<file path="src/sv/hmdr_pkg.sv">
// Shared types and constants of the H-bridge duty regulator.
// No dependencies.
`timescale 1ns / 1ps

package hmdr_pkg;

  localparam int MODE_W     = 2;
  localparam int STATUS_W   = 2;
  localparam int CFG_IDX_W  = 3;
  localparam int CFG_DATA_W = 32;
  localparam int SLEW_W     = 9;
  localparam int SLEW_FRAC  = 8;
  localparam int SLEW_ONE   = 1 << SLEW_FRAC;
  localparam int SLEW_RESET = 256;
  localparam int SWITCH_W   = 16;
  localparam int SWITCH_RESET = 100;
  // growth of the scale numerator (x9) and denominator (x10)
  localparam int SCALE_GROW = 4;

  typedef enum logic [MODE_W-1:0] {
    MODE_DISABLE = 2'd0,
    MODE_BRAKE   = 2'd1,
    MODE_FORWARD = 2'd2,
    MODE_REVERSE = 2'd3
  } mode_e;

  typedef enum logic [STATUS_W-1:0] {
    ST_REGULATED = 2'd0,
    ST_CUTOFF    = 2'd1,
    ST_SWITCHING = 2'd2,
    ST_LIMITED   = 2'd3
  } status_e;

  typedef enum logic [CFG_IDX_W-1:0] {
    CFG_CUTOFF   = 3'd0,
    CFG_LIMIT    = 3'd1,
    CFG_MIN_DUTY = 3'd2,
    CFG_MAX_DUTY = 3'd3,
    CFG_SLEW     = 3'd4,
    CFG_SWITCH   = 3'd5
  } cfg_reg_e;

  typedef enum logic [3:0] {
    SEQ_IDLE,
    SEQ_DECIDE,
    SEQ_SCALE_MUL,
    SEQ_SCALE_NUM,
    SEQ_DIV_START,
    SEQ_DIV_WAIT,
    SEQ_SLEW_MUL,
    SEQ_SLEW_SUM,
    SEQ_SLEW_CLAMP,
    SEQ_FINISH
  } seq_state_e;

  typedef struct packed {
    logic start;
  } div_ctrl_t;

  typedef struct packed {
    logic busy;
    logic done;
  } div_stat_t;

endpackage

</file>
<file path="src/sv/hmdr_in_if.sv">
// Input tick channel: target mode, target duty and two ADC samples.
// Depends on hmdr_pkg.
`timescale 1ns / 1ps

interface hmdr_in_if
  import hmdr_pkg::*;
#(
  parameter int DUTY_BITS = 16,
  parameter int ADC_BITS  = 12
) ();
  logic                 valid;
  logic                 ready;
  logic [MODE_W-1:0]    target_mode;
  logic [DUTY_BITS-1:0] target_duty;
  logic [ADC_BITS-1:0]  raw_left_current;
  logic [ADC_BITS-1:0]  raw_right_current;

  modport source (
    output valid, target_mode, target_duty, raw_left_current, raw_right_current,
    input  ready
  );
  modport sink (
    input  valid, target_mode, target_duty, raw_left_current, raw_right_current,
    output ready
  );
endinterface

</file>
<file path="src/sv/hmdr_out_if.sv">
// Result channel: PWM compare values, enable, mode and tick status.
// Depends on hmdr_pkg.
`timescale 1ns / 1ps

interface hmdr_out_if
  import hmdr_pkg::*;
#(
  parameter int DUTY_BITS = 16
) ();
  logic                 valid;
  logic                 ready;
  logic [DUTY_BITS-1:0] left_duty;
  logic [DUTY_BITS-1:0] right_duty;
  logic                 enable_out;
  logic [MODE_W-1:0]    active_mode;
  logic [STATUS_W-1:0]  tick_status;

  modport source (
    output valid, left_duty, right_duty, enable_out, active_mode, tick_status,
    input  ready
  );
  modport sink (
    input  valid, left_duty, right_duty, enable_out, active_mode, tick_status,
    output ready
  );
endinterface

</file>
<file path="src/sv/hmdr_cfg_if.sv">
// Configuration write channel: register index and write data.
// Depends on hmdr_pkg.
`timescale 1ns / 1ps

interface hmdr_cfg_if
  import hmdr_pkg::*;
();
  logic                  valid;
  logic                  ready;
  logic [CFG_IDX_W-1:0]  index;
  logic [CFG_DATA_W-1:0] data;

  modport source (
    output valid, index, data,
    input  ready
  );
  modport sink (
    input  valid, index, data,
    output ready
  );
endinterface

</file>
<file path="src/sv/hmdr_cfg_regs.sv">
// Configuration register file of the duty regulator.
// Depends on hmdr_pkg.
`timescale 1ns / 1ps

module hmdr_cfg_regs
  import hmdr_pkg::*;
#(
  parameter int DUTY_BITS = 16,
  parameter int ADC_BITS  = 12
) (
  input  logic                  clk_i,
  input  logic                  rst_ni,
  input  logic                  wr_en_i,
  input  logic [CFG_IDX_W-1:0]  wr_idx_i,
  input  logic [CFG_DATA_W-1:0] wr_data_i,
  output logic [ADC_BITS-1:0]   cutoff_o,
  output logic [ADC_BITS-1:0]   limit_o,
  output logic [DUTY_BITS-1:0]  min_duty_o,
  output logic [DUTY_BITS-1:0]  max_duty_o,
  output logic [SLEW_W-1:0]     slew_o,
  output logic [SWITCH_W-1:0]   switch_ticks_o
);

  logic [ADC_BITS-1:0]  cutoff_q;
  logic [ADC_BITS-1:0]  limit_q;
  logic [DUTY_BITS-1:0] min_duty_q;
  logic [DUTY_BITS-1:0] max_duty_q;
  logic [SLEW_W-1:0]    slew_q;
  logic [SWITCH_W-1:0]  switch_ticks_q;

  always_ff @(posedge clk_i or negedge rst_ni) begin
    if (!rst_ni) begin
      cutoff_q       <= '1;
      limit_q        <= '1;
      min_duty_q     <= '0;
      max_duty_q     <= '1;
      slew_q         <= SLEW_W'(SLEW_RESET);
      switch_ticks_q <= SWITCH_W'(SWITCH_RESET);
    end else if (wr_en_i) begin
      case (cfg_reg_e'(wr_idx_i))
        CFG_CUTOFF:   cutoff_q       <= wr_data_i[ADC_BITS-1:0];
        CFG_LIMIT:    limit_q        <= wr_data_i[ADC_BITS-1:0];
        CFG_MIN_DUTY: min_duty_q     <= wr_data_i[DUTY_BITS-1:0];
        CFG_MAX_DUTY: max_duty_q     <= wr_data_i[DUTY_BITS-1:0];
        CFG_SLEW:     slew_q         <= wr_data_i[SLEW_W-1:0];
        CFG_SWITCH:   switch_ticks_q <= wr_data_i[SWITCH_W-1:0];
        default: ;
      endcase
    end
  end

  assign cutoff_o       = cutoff_q;
  assign limit_o        = limit_q;
  assign min_duty_o     = min_duty_q;
  assign max_duty_o     = max_duty_q;
  assign slew_o         = slew_q;
  assign switch_ticks_o = switch_ticks_q;

endmodule

</file>
<file path="src/sv/hmdr_div_unit.sv">
// Serial restoring divider, one quotient bit per cycle, saturating quotient.
// Depends on hmdr_pkg.
`timescale 1ns / 1ps

module hmdr_div_unit
  import hmdr_pkg::*;
#(
  parameter int Q_W   = 16,
  parameter int DEN_W = 16
) (
  input  logic                   clk_i,
  input  logic                   rst_ni,
  input  div_ctrl_t              ctrl_i,
  input  logic [Q_W+DEN_W-1:0]   num_i,
  input  logic [DEN_W-1:0]       den_i,
  output logic [Q_W-1:0]         quo_o,
  output div_stat_t              stat_o
);

  localparam int NUM_W = Q_W + DEN_W;
  localparam int CNT_W = $clog2(Q_W + 1);

  logic             busy_q, busy_d;
  logic             done_q, done_d;
  logic [CNT_W-1:0] cnt_q, cnt_d;
  logic [DEN_W-1:0] rem_q, rem_d;
  logic [DEN_W-1:0] den_q, den_d;
  logic [Q_W-1:0]   quo_q, quo_d;

  logic [DEN_W:0]   trial;
  logic [DEN_W:0]   trial_sub;
  logic             trial_ge;

  assign trial     = {rem_q, quo_q[Q_W-1]};
  assign trial_ge  = trial >= {1'b0, den_q};
  assign trial_sub = trial - {1'b0, den_q};

  always_comb begin
    busy_d = busy_q;
    done_d = 1'b0;
    cnt_d  = cnt_q;
    rem_d  = rem_q;
    den_d  = den_q;
    quo_d  = quo_q;
    if (ctrl_i.start) begin
      den_d = den_i;
      rem_d = num_i[NUM_W-1:Q_W];
      quo_d = num_i[Q_W-1:0];
      if (num_i == '0) begin
        quo_d  = '0;
        done_d = 1'b1;
      end else if (den_i == '0 || num_i[NUM_W-1:Q_W] >= den_i) begin
        // quotient would not fit
        quo_d  = '1;
        done_d = 1'b1;
      end else begin
        busy_d = 1'b1;
        cnt_d  = CNT_W'(Q_W);
      end
    end else if (busy_q) begin
      rem_d = trial_ge ? trial_sub[DEN_W-1:0] : trial[DEN_W-1:0];
      quo_d = {quo_q[Q_W-2:0], trial_ge};
      cnt_d = cnt_q - CNT_W'(1);
      if (cnt_q == CNT_W'(1)) begin
        busy_d = 1'b0;
        done_d = 1'b1;
      end
    end
  end

  always_ff @(posedge clk_i or negedge rst_ni) begin
    if (!rst_ni) begin
      busy_q <= 1'b0;
      done_q <= 1'b0;
      cnt_q  <= '0;
    end else begin
      busy_q <= busy_d;
      done_q <= done_d;
      cnt_q  <= cnt_d;
    end
  end

  always_ff @(posedge clk_i) begin
    rem_q <= rem_d;
    den_q <= den_d;
    quo_q <= quo_d;
  end

  assign quo_o       = quo_q;
  assign stat_o.busy = busy_q;
  assign stat_o.done = done_q;

endmodule

</file>
<file path="src/sv/hbridge_motor_duty_regulator_core.sv">
// H-bridge duty regulator top level; uses hmdr_pkg, the channel interfaces,
// hmdr_cfg_regs and the serial divider hmdr_div_unit.
// After decide, a tick with no level recomputed (cutoff, switching, brake,
// disable) goes to finish; slewed: slew mul, sum, clamp; scaled: scale mul,
// num, div start, div wait (serial divider, one quotient bit per cycle).
// Finish waits on output stalls. One tick at a time. Async reset gives disable.
`timescale 1ns / 1ps

module hbridge_motor_duty_regulator_core
  import hmdr_pkg::*;
#(
  parameter int DUTY_BITS = 16,
  parameter int ADC_BITS  = 12
) (
  input  logic      clk_i,
  input  logic      rst_ni,
  hmdr_cfg_if.sink  cfg_i,
  hmdr_in_if.sink   item_i,
  hmdr_out_if.source result_o
);

  localparam int PROD_W  = DUTY_BITS + ADC_BITS;
  localparam int DEN_W   = ADC_BITS + SCALE_GROW;
  localparam int NUM_W   = PROD_W + SCALE_GROW;
  localparam int SPROD_W = DUTY_BITS + SLEW_W + 2;
  localparam int SQ_W    = SPROD_W - SLEW_FRAC;
  localparam int V_W     = SQ_W + 1;

  // configuration
  logic [ADC_BITS-1:0]  cutoff_cur;
  logic [ADC_BITS-1:0]  limit_cur;
  logic [DUTY_BITS-1:0] min_duty;
  logic [DUTY_BITS-1:0] max_duty;
  logic [SLEW_W-1:0]    slew_cur;
  logic [SWITCH_W-1:0]  switch_ticks;

  // control state
  seq_state_e           state_q, state_d;
  mode_e                mode_now_q, mode_d;
  logic [SWITCH_W-1:0]  sw_cnt_q, cnt_d;
  logic [DUTY_BITS-1:0] left_q, left_d;
  logic [DUTY_BITS-1:0] right_q, right_d;
  logic                 en_q, en_d;
  logic                 out_valid_q;

  // tick payload and datapath
  mode_e                tgt_mode_q;
  logic [DUTY_BITS-1:0] tgt_duty_q;
  logic [ADC_BITS-1:0]  il_q;
  logic [ADC_BITS-1:0]  ir_q;
  logic [ADC_BITS-1:0]  cur_q, cur_d;
  logic                 drive_left_q, drive_left_d;
  status_e              status_q, status_d;
  logic [PROD_W-1:0]    prod_q, prod_d;
  logic [NUM_W-1:0]     num_q, num_d;
  logic [DEN_W-1:0]     den_q, den_d;
  logic signed [SPROD_W-1:0] sprod_q, sprod_d;
  logic signed [V_W-1:0]     v_q, v_d;

  // result register
  logic [DUTY_BITS-1:0] out_left_q;
  logic [DUTY_BITS-1:0] out_right_q;
  logic                 out_en_q;
  mode_e                out_mode_q;
  status_e              out_status_q;

  logic                 in_xfer;
  logic                 out_free;
  logic                 out_load;
  logic                 cut_hit;
  logic                 lim_hit;
  logic                 mode_hit;
  logic                 sw_done;
  logic                 go_on;
  mode_e                eff_mode;
  logic [DUTY_BITS-1:0] lvl_drive;
  logic signed [DUTY_BITS:0] slew_diff;
  logic signed [SLEW_W:0]    slew_s;
  logic [SPROD_W-1:0]   sprod_bias;
  logic [SQ_W-1:0]      sq;
  logic                 v_gt_max;
  logic                 v_lt_min;
  logic [DUTY_BITS-1:0] clamp_val;
  div_ctrl_t            div_ctrl;
  div_stat_t            div_stat;
  logic [DUTY_BITS-1:0] div_quo;

  hmdr_cfg_regs #(
    .DUTY_BITS (DUTY_BITS),
    .ADC_BITS  (ADC_BITS)
  ) u_cfg_regs (
    .clk_i          (clk_i),
    .rst_ni         (rst_ni),
    .wr_en_i        (cfg_i.valid),
    .wr_idx_i       (cfg_i.index),
    .wr_data_i      (cfg_i.data),
    .cutoff_o       (cutoff_cur),
    .limit_o        (limit_cur),
    .min_duty_o     (min_duty),
    .max_duty_o     (max_duty),
    .slew_o         (slew_cur),
    .switch_ticks_o (switch_ticks)
  );

  hmdr_div_unit #(
    .Q_W   (DUTY_BITS),
    .DEN_W (DEN_W)
  ) u_div_unit (
    .clk_i  (clk_i),
    .rst_ni (rst_ni),
    .ctrl_i (div_ctrl),
    .num_i  (num_q),
    .den_i  (den_q),
    .quo_o  (div_quo),
    .stat_o (div_stat)
  );

  assign cfg_i.ready  = 1'b1;
  assign item_i.ready = (state_q == SEQ_IDLE) && !div_stat.busy;
  assign in_xfer      = item_i.valid && item_i.ready;
  assign out_free     = !out_valid_q || result_o.ready;

  assign cut_hit  = (il_q > cutoff_cur) || (ir_q > cutoff_cur);
  assign lim_hit  = (il_q > limit_cur) || (ir_q > limit_cur);
  assign mode_hit = (mode_now_q == tgt_mode_q);
  assign sw_done  = sw_cnt_q > switch_ticks;

  assign lvl_drive = drive_left_q ? left_q : right_q;

  // slew: level + trunc((target - level) * factor / 256)
  assign slew_diff  = $signed({1'b0, tgt_duty_q}) - $signed({1'b0, lvl_drive});
  assign slew_s     = $signed({1'b0, slew_cur});
  assign sprod_bias = sprod_q + (sprod_q[SPROD_W-1] ? SPROD_W'(SLEW_ONE - 1) : '0);
  assign sq         = sprod_bias[SPROD_W-1:SLEW_FRAC];

  assign v_gt_max = v_q > $signed({{(V_W-DUTY_BITS){1'b0}}, max_duty});
  assign v_lt_min = v_q < $signed({{(V_W-DUTY_BITS){1'b0}}, min_duty});

  always_comb begin
    if (v_gt_max) begin
      clamp_val = max_duty;
    end else if (v_q[V_W-1]) begin
      clamp_val = '0;
    end else if (v_lt_min) begin
      clamp_val = min_duty;
    end else begin
      clamp_val = v_q[DUTY_BITS-1:0];
    end
  end

  always_comb begin
    state_d      = state_q;
    mode_d       = mode_now_q;
    cnt_d        = sw_cnt_q;
    left_d       = left_q;
    right_d      = right_q;
    en_d         = en_q;
    status_d     = status_q;
    drive_left_d = drive_left_q;
    cur_d        = cur_q;
    prod_d       = prod_q;
    num_d        = num_q;
    den_d        = den_q;
    sprod_d      = sprod_q;
    v_d          = v_q;
    go_on        = 1'b0;
    eff_mode     = mode_now_q;
    div_ctrl     = '0;
    out_load     = 1'b0;
    case (state_q)
      SEQ_IDLE: begin
        if (in_xfer) state_d = SEQ_DECIDE;
      end
      SEQ_DECIDE: begin
        state_d = SEQ_FINISH;
        if (cut_hit) begin
          left_d   = '0;
          right_d  = '0;
          en_d     = 1'b0;
          status_d = ST_CUTOFF;
        end else if (!mode_hit) begin
          left_d   = '0;
          right_d  = '0;
          en_d     = 1'b1;
          status_d = ST_SWITCHING;
          if (tgt_mode_q == MODE_BRAKE) begin
            mode_d = MODE_BRAKE;
          end else if (tgt_mode_q == MODE_DISABLE) begin
            en_d   = 1'b0;
            mode_d = MODE_DISABLE;
          end else if (sw_done) begin
            mode_d   = tgt_mode_q;
            cnt_d    = '0;
            eff_mode = tgt_mode_q;
            go_on    = 1'b1;
          end else if (sw_cnt_q != '1) begin
            cnt_d = sw_cnt_q + SWITCH_W'(1);
          end
        end else begin
          go_on = 1'b1;
        end
        if (go_on) begin
          drive_left_d = (eff_mode == MODE_REVERSE);
          cur_d        = (eff_mode == MODE_REVERSE) ? il_q : ir_q;
          if (lim_hit) begin
            status_d = ST_LIMITED;
            if (eff_mode == MODE_FORWARD || eff_mode == MODE_REVERSE) begin
              state_d = SEQ_SCALE_MUL;
            end
          end else begin
            status_d = ST_REGULATED;
            if (eff_mode == MODE_FORWARD) begin
              left_d  = '0;
              state_d = SEQ_SLEW_MUL;
            end else if (eff_mode == MODE_REVERSE) begin
              right_d = '0;
              state_d = SEQ_SLEW_MUL;
            end
          end
        end
      end
      SEQ_SCALE_MUL: begin
        prod_d  = PROD_W'(lvl_drive) * PROD_W'(limit_cur);
        state_d = SEQ_SCALE_NUM;
      end
      SEQ_SCALE_NUM: begin
        // x9 and x10 as shift-add
        num_d   = (NUM_W'(prod_q) << 3) + NUM_W'(prod_q);
        den_d   = (DEN_W'(cur_q) << 3) + (DEN_W'(cur_q) << 1);
        state_d = SEQ_DIV_START;
      end
      SEQ_DIV_START: begin
        div_ctrl.start = 1'b1;
        state_d        = SEQ_DIV_WAIT;
      end
      SEQ_DIV_WAIT: begin
        if (div_stat.done) begin
          if (drive_left_q) begin
            left_d = div_quo;
          end else begin
            right_d = div_quo;
          end
          state_d = SEQ_FINISH;
        end
      end
      SEQ_SLEW_MUL: begin
        sprod_d = slew_diff * slew_s;
        state_d = SEQ_SLEW_SUM;
      end
      SEQ_SLEW_SUM: begin
        v_d     = $signed({{(V_W-DUTY_BITS){1'b0}}, lvl_drive}) + $signed({sq[SQ_W-1], sq});
        state_d = SEQ_SLEW_CLAMP;
      end
      SEQ_SLEW_CLAMP: begin
        if (drive_left_q) begin
          left_d = clamp_val;
        end else begin
          right_d = clamp_val;
        end
        state_d = SEQ_FINISH;
      end
      SEQ_FINISH: begin
        if (out_free) begin
          out_load = 1'b1;
          state_d  = SEQ_IDLE;
        end
      end
      default: begin
        state_d = SEQ_IDLE;
      end
    endcase
  end

  always_ff @(posedge clk_i or negedge rst_ni) begin
    if (!rst_ni) begin
      state_q     <= SEQ_IDLE;
      mode_now_q  <= MODE_DISABLE;
      sw_cnt_q    <= '0;
      left_q      <= '0;
      right_q     <= '0;
      en_q        <= 1'b0;
      out_valid_q <= 1'b0;
    end else begin
      state_q    <= state_d;
      mode_now_q <= mode_d;
      sw_cnt_q   <= cnt_d;
      left_q     <= left_d;
      right_q    <= right_d;
      en_q       <= en_d;
      if (out_load) begin
        out_valid_q <= 1'b1;
      end else if (result_o.ready) begin
        out_valid_q <= 1'b0;
      end
    end
  end

  always_ff @(posedge clk_i) begin
    if (in_xfer) begin
      tgt_mode_q <= mode_e'(item_i.target_mode);
      tgt_duty_q <= item_i.target_duty;
      il_q       <= item_i.raw_left_current;
      ir_q       <= item_i.raw_right_current;
    end
    cur_q        <= cur_d;
    drive_left_q <= drive_left_d;
    status_q     <= status_d;
    prod_q       <= prod_d;
    num_q        <= num_d;
    den_q        <= den_d;
    sprod_q      <= sprod_d;
    v_q          <= v_d;
    if (out_load) begin
      out_left_q   <= left_q;
      out_right_q  <= right_q;
      out_en_q     <= en_q;
      out_mode_q   <= mode_now_q;
      out_status_q <= status_q;
    end
  end

  assign result_o.valid       = out_valid_q;
  assign result_o.left_duty   = out_left_q;
  assign result_o.right_duty  = out_right_q;
  assign result_o.enable_out  = out_en_q;
  assign result_o.active_mode = out_mode_q;
  assign result_o.tick_status = out_status_q;

endmodule

</file>
<file path="src/flat_wrapper.sv">
// flat-port wrapper written by rule: the top's interface ports become plain ports
module hbridge_motor_duty_regulator_core_flat import hmdr_pkg::*;
#(
  parameter int DUTY_BITS = 16,
  parameter int ADC_BITS  = 12
)
  (clk_i, rst_ni, cfg_i_valid, cfg_i_index, cfg_i_data, cfg_i_ready, item_i_valid, item_i_target_mode, item_i_target_duty, item_i_raw_left_current, item_i_raw_right_current, item_i_ready, result_o_valid, result_o_left_duty, result_o_right_duty, result_o_enable_out, result_o_active_mode, result_o_tick_status, result_o_ready);
  hmdr_cfg_if cfg_i_i ();
  hmdr_in_if #(.DUTY_BITS(DUTY_BITS), .ADC_BITS(ADC_BITS)) item_i_i ();
  hmdr_out_if #(.DUTY_BITS(DUTY_BITS)) result_o_i ();
  input  logic clk_i;
  input  logic rst_ni;
  input wire logic [$bits(cfg_i_i.valid)-1:0] cfg_i_valid;
  input wire logic [$bits(cfg_i_i.index)-1:0] cfg_i_index;
  input wire logic [$bits(cfg_i_i.data)-1:0] cfg_i_data;
  output wire logic [$bits(cfg_i_i.ready)-1:0] cfg_i_ready;
  input wire logic [$bits(item_i_i.valid)-1:0] item_i_valid;
  input wire logic [$bits(item_i_i.target_mode)-1:0] item_i_target_mode;
  input wire logic [$bits(item_i_i.target_duty)-1:0] item_i_target_duty;
  input wire logic [$bits(item_i_i.raw_left_current)-1:0] item_i_raw_left_current;
  input wire logic [$bits(item_i_i.raw_right_current)-1:0] item_i_raw_right_current;
  output wire logic [$bits(item_i_i.ready)-1:0] item_i_ready;
  output wire logic [$bits(result_o_i.valid)-1:0] result_o_valid;
  output wire logic [$bits(result_o_i.left_duty)-1:0] result_o_left_duty;
  output wire logic [$bits(result_o_i.right_duty)-1:0] result_o_right_duty;
  output wire logic [$bits(result_o_i.enable_out)-1:0] result_o_enable_out;
  output wire logic [$bits(result_o_i.active_mode)-1:0] result_o_active_mode;
  output wire logic [$bits(result_o_i.tick_status)-1:0] result_o_tick_status;
  input wire logic [$bits(result_o_i.ready)-1:0] result_o_ready;
  assign cfg_i_i.valid = cfg_i_valid;
  assign cfg_i_i.index = cfg_i_index;
  assign cfg_i_i.data = cfg_i_data;
  assign cfg_i_ready = cfg_i_i.ready;
  assign item_i_i.valid = item_i_valid;
  assign item_i_i.target_mode = item_i_target_mode;
  assign item_i_i.target_duty = item_i_target_duty;
  assign item_i_i.raw_left_current = item_i_raw_left_current;
  assign item_i_i.raw_right_current = item_i_raw_right_current;
  assign item_i_ready = item_i_i.ready;
  assign result_o_valid = result_o_i.valid;
  assign result_o_left_duty = result_o_i.left_duty;
  assign result_o_right_duty = result_o_i.right_duty;
  assign result_o_enable_out = result_o_i.enable_out;
  assign result_o_active_mode = result_o_i.active_mode;
  assign result_o_tick_status = result_o_i.tick_status;
  assign result_o_i.ready = result_o_ready;
  hbridge_motor_duty_regulator_core #(.DUTY_BITS(DUTY_BITS), .ADC_BITS(ADC_BITS)) u_core (.clk_i(clk_i), .rst_ni(rst_ni), .cfg_i(cfg_i_i), .item_i(item_i_i), .result_o(result_o_i));
endmodule
</file>
<file path="config.mk">
export PLATFORM = sky130hd
export DESIGN_NAME = hbridge_motor_duty_regulator_core_flat
export DESIGN_NICKNAME = d
export VERILOG_FILES = /design/src/sv/hmdr_pkg.sv /design/src/sv/hmdr_in_if.sv /design/src/sv/hmdr_out_if.sv /design/src/sv/hmdr_cfg_if.sv /design/src/sv/hmdr_cfg_regs.sv /design/src/sv/hmdr_div_unit.sv /design/src/sv/hbridge_motor_duty_regulator_core.sv /design/src/flat_wrapper.sv
export SDC_FILE = /design/constraint.sdc
export NUM_CORES = 2
export LEC_CHECK = 0
export ABC_CLOCK_PERIOD_IN_PS = 14950
export BUFFER_PORTS_ARGS = -buffer_cell sky130_fd_sc_hd__buf_2
export CAP_MARGIN = 40
export CORE_MARGIN = 3
export CORE_UTILIZATION = 61
export DETAILED_ROUTE_END_ITERATION = 6
export MAX_ROUTING_LAYER = met4
export PLACE_DENSITY = 0.75
export SKIP_CTS_REPAIR_TIMING = 1
export SLEW_MARGIN = 20
export SYNTH_ARGS = -nofsm -noshare
export SYNTH_HDL_FRONTEND = slang
export SYNTH_SLANG_ARGS = --single-unit
export TNS_END_PERCENT = 30
</file>
<file path="constraint.sdc">
create_clock -name clk_i -period 14.95 [get_ports clk_i]
set_input_delay 2.99 -clock clk_i [delete_from_list [all_inputs] [get_ports clk_i]]
set_output_delay 2.99 -clock clk_i [all_outputs]
set_load 0.005 [all_outputs]
</file>
# Word-level counts from Yosys, hierarchy flattened
# Cells that the tools add are included.
# Widths: inputs -> output; s select.
# word_totals
inputBits,82
output_inout_bits,40
regBits,409
word_cells,208
# op_classes
n_reduce_logical,34
mux,84
eq_ne,31
n_bitwise,4
add_sub_neg,8
magnitude_cmp,9
multipliers,2
# op_table
op,n
$mux 16,30
$pmux 16 s3,2
$gt 12x12->1,4
$pmux 4 s10,1
$add 31x28->32,1
$logic_not 32->1,1
$mux 4,8
$mul 16x12->28,1
$add 27x8->27,1
$mul 17x10->27,1
$mux 1,25
$mux 2,12
$add 17x19->20,1
$gt 20x17->1,1
$lt 20x17->1,1
$mux 5,4
$reduce_and 2->1,10
$ge 17x16->1,1
$sub 16x16->17,1
$add 15x13->16,1
$add 16x1->16 const B,1
$eq 4x3->1 const B,4
$ge 16x16->1,1
$gt 16x16->1,1
31 further kinds,58

# Depth between registers and ports, before layout
# depth
depth_word,13
ltp_mapped,31

# By module
# Synthesis repeated with hierarchy kept, for this count alone.
# unflattened
cells_unflattened,3302
hier_area_um2,34174.0
# modules_own_cells
module,cells_per_inst,area_per_inst_um2,n_inst,seq_area_each_um2
hbridge_motor_duty_regulator_core,2744,27228.6,1,7887.6
hmdr_div_unit,383,3778.6,1,1616.6
hmdr_cfg_regs,175,3166.8,1,2082.0

# Worst setup path after synthesis
# No wires, ideal clock.
# synth_path
path_kind,reg2reg
startpoint,register u_core.drive_left_q
endpoint,"register u_core.sprod_q[26], data pin"
slack_ns,6.682
path_stages_with_launch,30
t_arrival_ns,8.000
path_buffers,2
path_cell_list,edfxtp_1 clkbuf_1 clkbuf_1 mux2_2 inv_1 ha_1 o21a_1 o21ai_1 a211oi_1 o31ai_1 o21bai_1 a211oi_2 nand2_1 fa_1 inv_1 fa_1 fa_1 fa_1 inv_1 fa_1 inv_1 ha_1 and3_1 a221o_1 nor3b_1 a21oi_1 o211a_1 a21o_1 a21oi_1 xnor3_1
# synth_via
elab_chain_cells,3
# synth_lines
item,line,text
from (decl),hbridge_motor_duty_regulator_core.sv:52,"logic drive_left_q, drive_left_d;"
from (signal assigned),hbridge_motor_duty_regulator_core.sv:306,drive_left_q <= drive_left_d;
$mux 16,hbridge_motor_duty_regulator_core.sv:128,assign lvl_drive = drive_left_q ? left_q : right_q;
$sub 16x16->17,hbridge_motor_duty_regulator_core.sv:131,"assign slew_diff = $signed({1'b0, tgt_duty_q}) - $signed({1'b0, lvl_drive});"
$mul 17x10->27,hbridge_motor_duty_regulator_core.sv:247,sprod_d = slew_diff * slew_s;
to (signal assigned),hbridge_motor_duty_regulator_core.sv:311,sprod_q <= sprod_d;
to (decl),hbridge_motor_duty_regulator_core.sv:57,"logic signed [SPROD_W-1:0] sprod_q, sprod_d;"
# Every way passes these cells.
# A chain may end at the register's enable or synchronous reset.

# Final worst setup path
# layout_path
startpoint,register u_core.drive_left_q
endpoint,"register u_core.sprod_q[23], data pin"
# Same word-level chain as after synthesis.

==> metrics.txt <==
# TYPE chip_impl_metric gauge
chip_impl_info{name="status",value="completed"} 1
chip_impl_info{name="synth_largest_area_cell",value="sky130_fd_sc_hd__edfxtp_1"} 1
chip_impl_info{name="worst_path_most_repeated_cell",value="sky130_fd_sc_hd__fa_1"} 1
chip_impl_info{name="critical_path.startpoint_type",value="flop"} 1
chip_impl_metric{name="floorplan.initialDensity",unit="%"} 62.4
chip_impl_metric{name="finalCriticalPeriod",unit="ns"} 9.31
chip_impl_metric{name="die-area",unit="sq um"} 59900
chip_impl_metric{name="grt_pass1_vias",unit=""} 27400
chip_impl_metric{name="dieWidth",unit="um"} 245
chip_impl_metric{name="global_route_usage_over_all_layers",unit="%"} 32.4
chip_impl_metric{name="io_buffer_count",unit=""} 104
chip_impl_metric{name="dr.pass1.iters",unit=""} 6
chip_impl_metric{name="yosys_register_bits",unit=""} 407
chip_impl_metric{name="critical_path_required",unit="ns"} 15.29
chip_impl_metric{name="synth_enable_flop_cells",unit=""} 263
chip_impl_info{name="critical-path-top-delay-family",value="adder cells"} 1
chip_impl_metric{name="drive_above_1_share",unit="%"} 10.8
chip_impl_metric{name="final-setup-viol-count",unit=""} 0
chip_impl_metric{name="fin_util",unit="%"} 68.0
chip_impl_metric{name="slew_headroom",unit="%"} 38.6
chip_impl_metric{name="routed-via-count",unit=""} 26700
chip_impl_metric{name="clock_tree.htree_level_count",unit=""} 2
chip_impl_info{name="critical-path-slowest-cell",value="sky130_fd_sc_hd__edfxtp_1"} 1
chip_impl_metric{name="placementRows",unit=""} 86
chip_impl_metric{name="clk_latency",unit="ns"} 0.60
chip_impl_metric{name="finalHoldViolCount",unit=""} 0
chip_impl_metric{name="worst_setup_hold_path_clk_slew",unit="ns"} 0.06
chip_impl_metric{name="synthDominantCellAreaShare",unit="%"} 22.7
chip_impl_metric{name="dpl.hpwl",unit="um"} 71300
chip_impl_metric{name="timing.clock.skew",unit="ns"} 0.0246
chip_impl_metric{name="grt_antenna_before_repair",unit=""} 1
chip_impl_metric{name="yosys_warnings",unit=""} 0
chip_impl_metric{name="grt_overflow",unit=""} 0
chip_impl_metric{name="max-cap-violations",unit=""} 0
chip_impl_metric{name="core-area",unit="sq um"} 55700
chip_impl_metric{name="layout_setup_ws",unit="ns"} 5.64
chip_impl_info{name="tritoncts",value="done"} 1
chip_impl_metric{name="finalInstanceArea",unit="sq um"} 37900
chip_impl_metric{name="post_synth_instance_area",unit="sq um"} 34800
chip_impl_metric{name="drt_drc_violations_left",unit=""} 0
chip_impl_metric{name="max_slew.worst_pin.slew",unit="ns"} 0.920
chip_impl_metric{name="tns",unit="ns"} 0
chip_impl_metric{name="wl_per_cell",unit="um"} 21.4
chip_impl_metric{name="ant_nets",unit=""} 0
chip_impl_metric{name="place.gp.congestion",unit=""} 0.972
chip_impl_metric{name="cts-root-to-sink-buffers",unit=""} 3
chip_impl_info{name="grt_setup_unrepaired",value="false"} 1
chip_impl_metric{name="critPathMaxStageDelay",unit="ns"} 0.77
chip_impl_info{name="start_of_the_worst_register_to_register_path",value="u_core.drive_left_q"} 1
chip_impl_metric{name="nFillCells",unit=""} 4320
chip_impl_metric{name="critical_path_arrival",unit="ns"} 9.65
chip_impl_metric{name="iteration_0_drc_count_of_the_detailed_router",unit=""} 2102
chip_impl_metric{name="fmaxAchievable",unit="MHz"} 107
chip_impl_metric{name="synth_nets",unit=""} 4153
chip_impl_metric{name="synth.avg_cell_area",unit="sq um"} 10.0
chip_impl_metric{name="cts_buffers",unit=""} 45
chip_impl_metric{name="postRouteWirelength",unit="um"} 92800
chip_impl_metric{name="grt_pass1_wl",unit="um"} 148000
chip_impl_metric{name="cts.sink_count",unit=""} 407
chip_impl_info{name="holdCritPathClass",value="flop to flop"} 1
chip_impl_metric{name="critPathMaxFanout",unit=""} 19
chip_impl_metric{name="top_level_ports",unit=""} 122
chip_impl_info{name="postSynth.topFlopCell",value="sky130_fd_sc_hd__edfxtp_1"} 1
chip_impl_info{name="timing.critical_path.to_type",value="flop"} 1
chip_impl_metric{name="slew_viol_final",unit=""} 0
chip_impl_info{name="worstSetupPathType",value="flop to flop"} 1
chip_impl_metric{name="finish.net_count",unit=""} 4233
chip_impl_metric{name="asyncSetResetFlopFracSynth",unit="%"} 35.4
chip_impl_info{name="hold_path.startpoint",value="u_core.status_q[0]"} 1
chip_impl_info{name="clock_tree.root_cell",value="sky130_fd_sc_hd__clkbuf_16"} 1
chip_impl_metric{name="largest_net_degree_at_the_start_of_global_routing",unit=""} 69
chip_impl_metric{name="area_growth_syn_to_layout",unit="%"} 8.91
chip_impl_metric{name="detailedPlace.worstSlack",unit="ns"} 5.78
chip_impl_info{name="ranking_of_synthesized_cells_by_area",value="sky130_fd_sc_hd__edfxtp_1 (23%), sky130_fd_sc_hd__fa_1 (16%), sky130_fd_sc_hd__ha_1 (12%)"} 1
chip_impl_metric{name="timing.final.crit_share",unit="%"} 62.3
chip_impl_metric{name="synth-seq-area-share",unit="%"} 33.2
chip_impl_info{name="critical_path_startpoint",value="u_core.drive_left_q"} 1
chip_impl_metric{name="detail_route.vias_per_cell",unit=""} 6.16
chip_impl_metric{name="synth_cell_types",unit=""} 94
chip_impl_metric{name="placedInstanceArea",unit="sq um"} 36200
chip_impl_metric{name="die_h",unit="um"} 245
chip_impl_metric{name="critPathBufInv",unit=""} 6
chip_impl_metric{name="post_synth_inst_count",unit=""} 3470
[cell families after synthesis]
logic type / share of synthesized area, %
XOR/XNOR: 3.24
buffers and inverters: 6.47
adder cells (fa/ha/maj): 27.5
multiplexers: 2.50
AO/OA/AOI/OAI: 13.1
AND/OR/NAND/NOR: 13.9
flip-flops: 33.2
other: 0.0108
[Yosys cell counts (21+ instances only)]
| library cell | count |
|---|---|
| sky130_fd_sc_hd__a211o_1 | 21 |
| sky130_fd_sc_hd__a211oi_1 | 22 |
| sky130_fd_sc_hd__a21o_1 | 44 |
| sky130_fd_sc_hd__a21oi_1 | 159 |
| sky130_fd_sc_hd__a221o_1 | 21 |
| sky130_fd_sc_hd__a31oi_1 | 46 |
| sky130_fd_sc_hd__and2_1 | 69 |
| sky130_fd_sc_hd__clkbuf_1 | 105 |
| sky130_fd_sc_hd__dfrtp_1 | 100 |
| sky130_fd_sc_hd__dfstp_2 | 44 |
| sky130_fd_sc_hd__edfxtp_1 | 263 |
| sky130_fd_sc_hd__fa_1 | 274 |
| sky130_fd_sc_hd__ha_1 | 327 |
| sky130_fd_sc_hd__inv_1 | 470 |
| sky130_fd_sc_hd__mux2_2 | 61 |
| sky130_fd_sc_hd__nand2_1 | 412 |
| sky130_fd_sc_hd__nand2b_1 | 24 |
| sky130_fd_sc_hd__nand3_1 | 60 |
| sky130_fd_sc_hd__nand4_1 | 40 |
| sky130_fd_sc_hd__nor2_1 | 155 |
| sky130_fd_sc_hd__nor2b_1 | 50 |
| sky130_fd_sc_hd__nor3_1 | 35 |
| sky130_fd_sc_hd__o21a_1 | 31 |
| sky130_fd_sc_hd__o21ai_0 | 158 |
| sky130_fd_sc_hd__or3_1 | 23 |
| sky130_fd_sc_hd__xnor2_1 | 99 |
| sky130_fd_sc_hd__xor2_1 | 27 |
[state kept, by name, indices dropped and copies added (netlist names), 20 cells and up]
| name | count |
|---|---|
| u_core.prod_q | 28 |
| u_core.num_q | 32 |
| u_core.v_q | 20 |
| u_core.sprod_q | 27 |
[cell usage in the layout, fill, tap and decap left out, types with 24 or more instances in the layout]
| master | n |
|---|---|
| sky130_fd_sc_hd__a21o_1 | 44 |
| sky130_fd_sc_hd__dfstp_2 | 44 |
| sky130_fd_sc_hd__nor2b_1 | 50 |
| sky130_fd_sc_hd__xnor2_1 | 99 |
| sky130_fd_sc_hd__nand4_1 | 40 |
| sky130_fd_sc_hd__and2_1 | 68 |
| sky130_fd_sc_hd__a31oi_1 | 46 |
| sky130_fd_sc_hd__nor2_1 | 153 |
| sky130_fd_sc_hd__nor3_1 | 33 |
| sky130_fd_sc_hd__clkbuf_16 | 45 |
| sky130_fd_sc_hd__o21a_1 | 31 |
| sky130_fd_sc_hd__nand2b_1 | 24 |
| sky130_fd_sc_hd__dfrtp_1 | 100 |
| sky130_fd_sc_hd__edfxtp_1 | 263 |
| sky130_fd_sc_hd__xor2_1 | 27 |
| sky130_fd_sc_hd__a21oi_1 | 158 |
| sky130_fd_sc_hd__inv_1 | 470 |
| sky130_fd_sc_hd__ha_1 | 327 |
| sky130_fd_sc_hd__o21ai_0 | 158 |
| sky130_fd_sc_hd__buf_4 | 35 |
| sky130_fd_sc_hd__fa_1 | 274 |
| sky130_fd_sc_hd__nand3_1 | 60 |
| sky130_fd_sc_hd__buf_2 | 104 |
| sky130_fd_sc_hd__mux2_2 | 61 |
| sky130_fd_sc_hd__nand2_1 | 412 |
[through the flow]
step	instances	hold WS, ns
2_1_floorplan	3470	0.400
3_3_place_gp	4237	0.410
3_5_place_dp	4247	0.414
4_1_cts	4330	0.428
5_1_grt	4334	0.438
6_report	4336	0.425
[final cells by class]
type                       instances  area [sq um]  share of cell area (%)
antenna                            2          5.00                  0.0132
clock buffer                      55          1200                    3.18
clock inverter                    28           428                    1.13
inverter                         472          1770                    4.68
multi-input combinational       2474         21100                    55.6
sequential                       407         11600                    30.5
tap                              748           936                    2.47
timing repair buffer             150           926                    2.44
[metal layers]
metal  global-route usage [%]  vias to the layer above  part of all wire [%]
li1                         -                    12200                     -
met1                     42.3                    13100                    41
met2                     48.8                     1163                    44
met3                     7.11                      251                   9.2
met4                     14.6                        0                   5.2
met5                        -                        -                     0
[worst paths after layout]
kind / slack [ns] / endpoint / cells after the start
hold reg to reg: 0.42 / u_core.result_o.tick_status[0] / 0
setup / recovery: 5.64 / u_core.sprod_q[23] / 29
max in group asynchronous: 11.24 / u_core.right_q[1] / 3
hold / removal: 0.42 / u_core.result_o.tick_status[0] / 0
min in group asynchronous: 2.32 / u_core.u_cfg_regs.switch_ticks_o[11] / 1
setup reg to reg: 5.64 / u_core.sprod_q[23] / 29
Power is left out: the tool's default activity adds up to more than one toggle a clock period on the data nets, which glitch-free logic cannot reach.
